File: config.mk
export PLATFORM = sky130hd
export DESIGN_NAME = pip_edge_unit
export DESIGN_NICKNAME = d
export VERILOG_FILES = /design/src/sv/point_in_polygon_fixed_assert.svh /design/src/sv/pip_pkg.sv /design/src/sv/pip_edge_unit.sv
export SDC_FILE = /design/constraint.sdc
export NUM_CORES = 2
export LEC_CHECK = 0
export BUFFER_PORTS_ARGS = -buffer_cell sky130_fd_sc_hd__buf_2
export CAP_MARGIN = 20
export CORE_MARGIN = 8
export CORE_UTILIZATION = 65
export DETAILED_ROUTE_END_ITERATION = 16
export PLACE_DENSITY = 0.82
export SLEW_MARGIN = 20
export SYNTH_ARGS = -nofsm -noshare
export SYNTH_HDL_FRONTEND = slang
export SYNTH_SLANG_ARGS = --single-unit
File: constraint.sdc
create_clock -name clock -period 13.9 [get_ports clock]
set_input_delay 0.695 -clock clock [delete_from_list [all_inputs] [get_ports clock]]
set_output_delay 0.695 -clock clock [all_outputs]
set_load 0.02 [all_outputs]
File: src/sv/point_in_polygon_fixed_assert.svh
// assertion macros for the point-in-polygon geofence block
// uses the clock and reset names of the module that includes it
`ifndef POINT_IN_POLYGON_FIXED_ASSERT_SVH
`define POINT_IN_POLYGON_FIXED_ASSERT_SVH

// checked on every rising edge, switched off while reset is high
`define PIP_ASSERT_CLK(name, prop, msg) \
   name: assert property (@(posedge clock) disable iff (reset) prop) \
      else $error(msg);

// checked on every rising edge, reset included
`define PIP_ASSERT_ALWAYS(name, prop, msg) \
   name: assert property (@(posedge clock) prop) \
      else $error(msg);

`endif

File: src/sv/pip_pkg.sv
// shared widths, codes and types for the point-in-polygon geofence block
// no dependencies; compiled before the interfaces and modules
`timescale 1ns / 1ps
`default_nettype none

package pip_pkg;

   // default vertex store depth
   localparam int MAX_CORNERS_DEF = 64;

   // transaction field widths
   localparam int LAT_W    = 25;
   localparam int LON_W    = 26;
   localparam int IDX_IN_W = 6;
   localparam int COUNT_W  = 7;

   // datapath widths: differences, multiplier operands, product, compare
   localparam int DLAT_W = LAT_W + 1;
   localparam int DLON_W = LON_W + 1;
   localparam int OPND_W = DLON_W;
   localparam int PROD_W = 2 * OPND_W;
   localparam int ACC_W  = PROD_W + 2;

   // request kinds
   typedef enum logic {
      MODE_LOAD  = 1'b0,
      MODE_QUERY = 1'b1
   } mode_type;

   // steps of the shared arithmetic unit
   typedef enum logic [1:0] {
      OP_IDLE,
      OP_MUL_SLOPE,
      OP_MUL_CROSS,
      OP_DECIDE
   } op_type;

   // control from the sequencer to the arithmetic unit
   typedef struct packed {
      logic   clear;
      op_type op;
   } arith_ctl_type;

endpackage

`default_nettype wire

File: src/sv/pip_edge_unit.sv
// shared multiplier and crossing decision for one polygon edge at a time
// depends on pip_pkg; driven step by step by the top-level sequencer
`timescale 1ns / 1ps
`default_nettype none

module pip_edge_unit (
   input  wire logic                          clock,
   input  wire pip_pkg::arith_ctl_type        ctl,
   input  wire logic signed [pip_pkg::LAT_W-1:0] q_lat,
   input  wire logic signed [pip_pkg::LON_W-1:0] q_lon,
   input  wire logic signed [pip_pkg::LAT_W-1:0] cur_lat,
   input  wire logic signed [pip_pkg::LON_W-1:0] cur_lon,
   input  wire logic signed [pip_pkg::LAT_W-1:0] prev_lat,
   input  wire logic signed [pip_pkg::LON_W-1:0] prev_lon,
   output logic                               inside_flag
);
   import pip_pkg::*;

   logic signed [DLAT_W-1:0] dlat;
   logic signed [DLAT_W-1:0] den;
   logic signed [DLON_W-1:0] dlon_edge;
   logic signed [DLON_W-1:0] dlon_q;
   logic signed [OPND_W-1:0] den_ext;
   logic signed [OPND_W-1:0] op_a;
   logic signed [OPND_W-1:0] op_b;
   logic signed [PROD_W-1:0] mul_out;
   logic signed [ACC_W-1:0]  prod_ext;
   logic signed [ACC_W-1:0]  num_in;
   logic signed [ACC_W-1:0]  bound_neg;
   logic                     toggle;

   logic signed [PROD_W-1:0] prod_ff;
   logic signed [ACC_W-1:0]  num_ff;
   logic signed [OPND_W-1:0] abs_den_ff;
   logic                     den_neg_ff;
   logic                     inside_ff;

   // edge differences
   assign dlat      = DLAT_W'(q_lat) - DLAT_W'(cur_lat);
   assign den       = DLAT_W'(prev_lat) - DLAT_W'(cur_lat);
   assign dlon_edge = DLON_W'(prev_lon) - DLON_W'(cur_lon);
   assign dlon_q    = DLON_W'(q_lon) - DLON_W'(cur_lon);
   assign den_ext   = OPND_W'(den);

   // operand select for the one multiplier
   always_comb begin
      case (ctl.op)
         OP_MUL_CROSS: begin
            op_a = dlon_q;
            op_b = abs_den_ff;
         end
         default: begin
            op_a = OPND_W'(dlat);
            op_b = dlon_edge;
         end
      endcase
   end

   assign mul_out = op_a * op_b;

   // slope product with the sign of the divisor folded in
   assign prod_ext = ACC_W'(prod_ff);
   assign num_in   = den_neg_ff ? -prod_ext : prod_ext;

   // truncated quotient below the offset: floor side for a non-negative
   // numerator, ceiling side (one divisor lower) for a negative one
   assign bound_neg = prod_ext - ACC_W'(abs_den_ff);
   assign toggle    = num_ff[ACC_W-1] ? (num_ff <= bound_neg) : (num_ff < prod_ext);

   // product, divisor magnitude and inside flag
   always_ff @(posedge clock) begin
      case (ctl.op)
         OP_MUL_SLOPE: begin
            prod_ff    <= mul_out;
            den_neg_ff <= den[DLAT_W-1];
            abs_den_ff <= den[DLAT_W-1] ? -den_ext : den_ext;
         end
         OP_MUL_CROSS: begin
            num_ff  <= num_in;
            prod_ff <= mul_out;
         end
         OP_DECIDE: begin
            inside_ff <= inside_ff ^ toggle;
         end
         default: begin
         end
      endcase
      if (ctl.clear) begin
         inside_ff <= 1'b0;
      end
   end

   assign inside_flag = inside_ff;

endmodule

`default_nettype wire

==> results_dict.tcl <==
set metrics [dict create \
    status "completed" \
    cts_sinks 139 \
    holdPathStages 3 \
    ys_seq_elements 139 \
    cts_tree "yes" \
    yosys_warnings 0 \
    row_count 94 \
    track_usage_pct 31.8 \
    cp-startpoint "q_lon[0]" \
    critPathBufInv 7 \
    antenna_found_initial 6 \
    cp.arrival_ns 11.41 \
    clock_path_buffers 2 \
    cts_root_buf "clkbuf_16" \
    io_buffers 157 \
    path_class "primary input to register" \
    synthArstFlopShare_pct 0 \
    yosysMostFrequentCell "inv_1" \
    grt_max_degree 110 \
    fmax_ghz 0.0894 \
    reg2reg_slack_ns 4.72 \
    die-area_mm2 0.0751 \
    drt-initial-drc-count 2940 \
    clock_latency_ns 0.50 \
    finClkSkew_ns 0.0272 \
    grt_pass1_wl_um 189000 \
    hold_class "primary input to register" \
    cts_max_level 4 \
    first_global_vias 36410 \
    vias_per_cell 5.94 \
    maxCapViolations 0 \
    cp_slowest_cell "ha_1" \
    synth_edf_count 138 \
    ff2ff_path_depth 26 \
    gp_congestion 0.952 \
    cts_buffers 17 \
    path_common_cell "fa_1" \
    synth_area_mm2 0.0433 \
    max-slew-margin-rel_pct 22.9 \
    crit_path_start_kind "primary input" \
    post_cts_buffers 0 \
    yosysTopAreaCellShare_pct 35.5 \
    start_util_pct 65.7 \
    slowest_delay_ns 0.76 \
    ys_top_cells_by_area "fa_1 (35%), ha_1 (12%), edfxtp_1 (9.6%), inv_1 (9.0%), nand2_1 (5.8%)" \
    crit_end "prod_ff[52]$_DFFE_PP_" \
    route.vias.total 34924 \
    grt.overflow.total 0 \
    path_depth 37 \
    fin_cells 5880 \
    crit_required_ns 14.13 \
    syn_to_final_growth_pct 5.72 \
    regToRegEndpoint "prod_ff[52]$_DFFE_PP_" \
    setup_tns_ns 0 \
    synth_nets 6283 \
    drtPass1Iterations 7 \
    crit_path_max_fanout 32 \
    drv_slew 0 \
    post-synth-top-area-cell "fa_1" \
    num-nets-final 6352 \
    final.min_clock_period_ns 11.18 \
    yosysSeqAreaShare_pct 9.62 \
    synthTopCellsByCount "inv_1 (1,042), fa_1 (767), nand2_1 (668), ha_1 (429), a21oi_1 (207)" \
    wl_per_cell_um 20.0 \
    timing.rr.start "abs_den_ff[0]$_DFFE_PN_" \
    timing.final.crit_share_pct 80.5 \
    worstMarginPinSlew_ns 1.12 \
    die_y_um 274 \
    ant_nets 0 \
    die_w_um 274 \
    rsz0062_at_grt "false" \
    hold_buffers 0 \
    place_inst 5844 \
    coreArea_mm2 0.0659 \
    synth_cell_types 85 \
    end_kind "register" \
    setup_violations 0 \
    finalHoldViolCount 0 \
    ios 158 \
    post_cts_resized 0 \
    hpwl_um 96300 \
    clk_pin_slew_worst_paths_ns 0.07 \
    drive_gt1_share_pct 6.42 \
    syn_inst 4930 \
    avgSynthCellArea_um2 8.78 \
    cp_top_family "adder cells" \
    synth_ff_type "edfxtp_1" \
    drt-total-wl_um 118000 \
    drt_drc_violations_left 0 \
]
cells in the final DEF, fill, tap and decap left out, types with 11 or more instances in the layout:
cell type,n
a2111oi_0,13
mux2i_1,11
nor3_1,45
nor4_1,11
o21ai_0,129
o31ai_1,37
inv_1,1041
nand4_1,40
nand3_1,50
o211ai_1,23
a21oi_1,199
nand2_1,668
buf_2,157
and3_1,23
xor2_1,72
nand2b_1,40
a211oi_1,22
o21bai_1,33
ha_1,428
o21ai_2,14
and2_1,156
o21a_1,33
nor2_1,165
mux2_2,13
or2_2,17
a31oi_1,30
buf_4,45
nor2b_1,48
xnor2_1,183
or3_1,23
a21o_1,135
fa_1,767
edfxtp_1,138
clkbuf_16,17
worst min path at each step:
stage                                    start                        to  slack, ns
after global routing                    ctl[2]  inside_flag$_SDFFE_PP0N_       0.57
final                                   ctl[2]  inside_flag$_SDFFE_PP0N_       0.55
after global placement    prod_ff[0]$_DFFE_PP_       num_ff[0]$_DFFE_PP_       0.54
after detailed placement  prod_ff[0]$_DFFE_PP_       num_ff[0]$_DFFE_PP_       0.55
after CTS                               ctl[2]  inside_flag$_SDFFE_PP0N_       0.52
after floorplan           prod_ff[0]$_DFFE_PP_       num_ff[0]$_DFFE_PP_       0.50
per-layer routing:
layer | track usage, % | up-vias | share of wire, %
li1 | - | 15856 | -
met3 | 9.83 | 326 | 11
met5 | 0 | - | 0.043
met1 | 40.2 | 16969 | 39
met4 | 12.4 | 6 | 4.0
met2 | 51.1 | 1767 | 45
final cells by class:
class / count / area [µm²]
fillers: 5134 / 20100
well taps: 864 / 1080
clock buffers: 17 / 425
inverters: 1042 / 3910
flip-flops and latches: 139 / 4160
diodes: 4 / 10.0
repair buffers: 203 / 1140
multi-input cells: 3596 / 34900
clock inverters: 15 / 181
per-stage QoR:
| step | hold slack, ns | util (%) | instance area [µm²] | worst slack [ns] |
|---|---|---|---|---|
| finish | 0.549 | 69.5 | 45800 | 2.72 |
| detailed placement | 0.551 | 68.6 | 45200 | 2.37 |
| global placement | 0.535 | 68.5 | 45100 | 2.67 |
| floorplan | 0.501 | - | 43300 | 3.03 |
| global route | 0.568 | 69.5 | 45800 | 2.21 |
| CTS | 0.518 | 69.5 | 45800 | 2.88 |
cell families (layout without fill, tap and decap cells):
| family | Yosys count | after routing | share of synthesized area, % |
|---|---|---|---|
| XOR/XNOR | 255 | 255 | 5.16 |
| buffers and inverters | 1195 | 1277 | 10.4 |
| multiplexers | 28 | 28 | 0.685 |
| AND/OR/NAND/NOR | 1331 | 1331 | 14.4 |
| adder cells (fa/ha/maj) | 1196 | 1196 | 47.9 |
| other | 1 | 5 | 0.00866 |
| AO/OA/AOI/OAI | 785 | 785 | 11.9 |
| flip-flops | 139 | 139 | 9.62 |
state kept, by name, summed over array words and instances, names as in the netlist:
name / cells
abs_den_ff: 27
inside_flag: 1
num_ff: 56
prod_ff: 54
den_neg_ff: 1
tightest hold or removal path: cells and delay by family:
family	cells	cell delay, ns
buffers and inverters	1	0.10
multiplexers	1	0.14
AND/OR/NAND/NOR	1	0.07
Power is not shown: default switching activity piles up to over one toggle a cycle in this logic, so the estimate is an artifact.
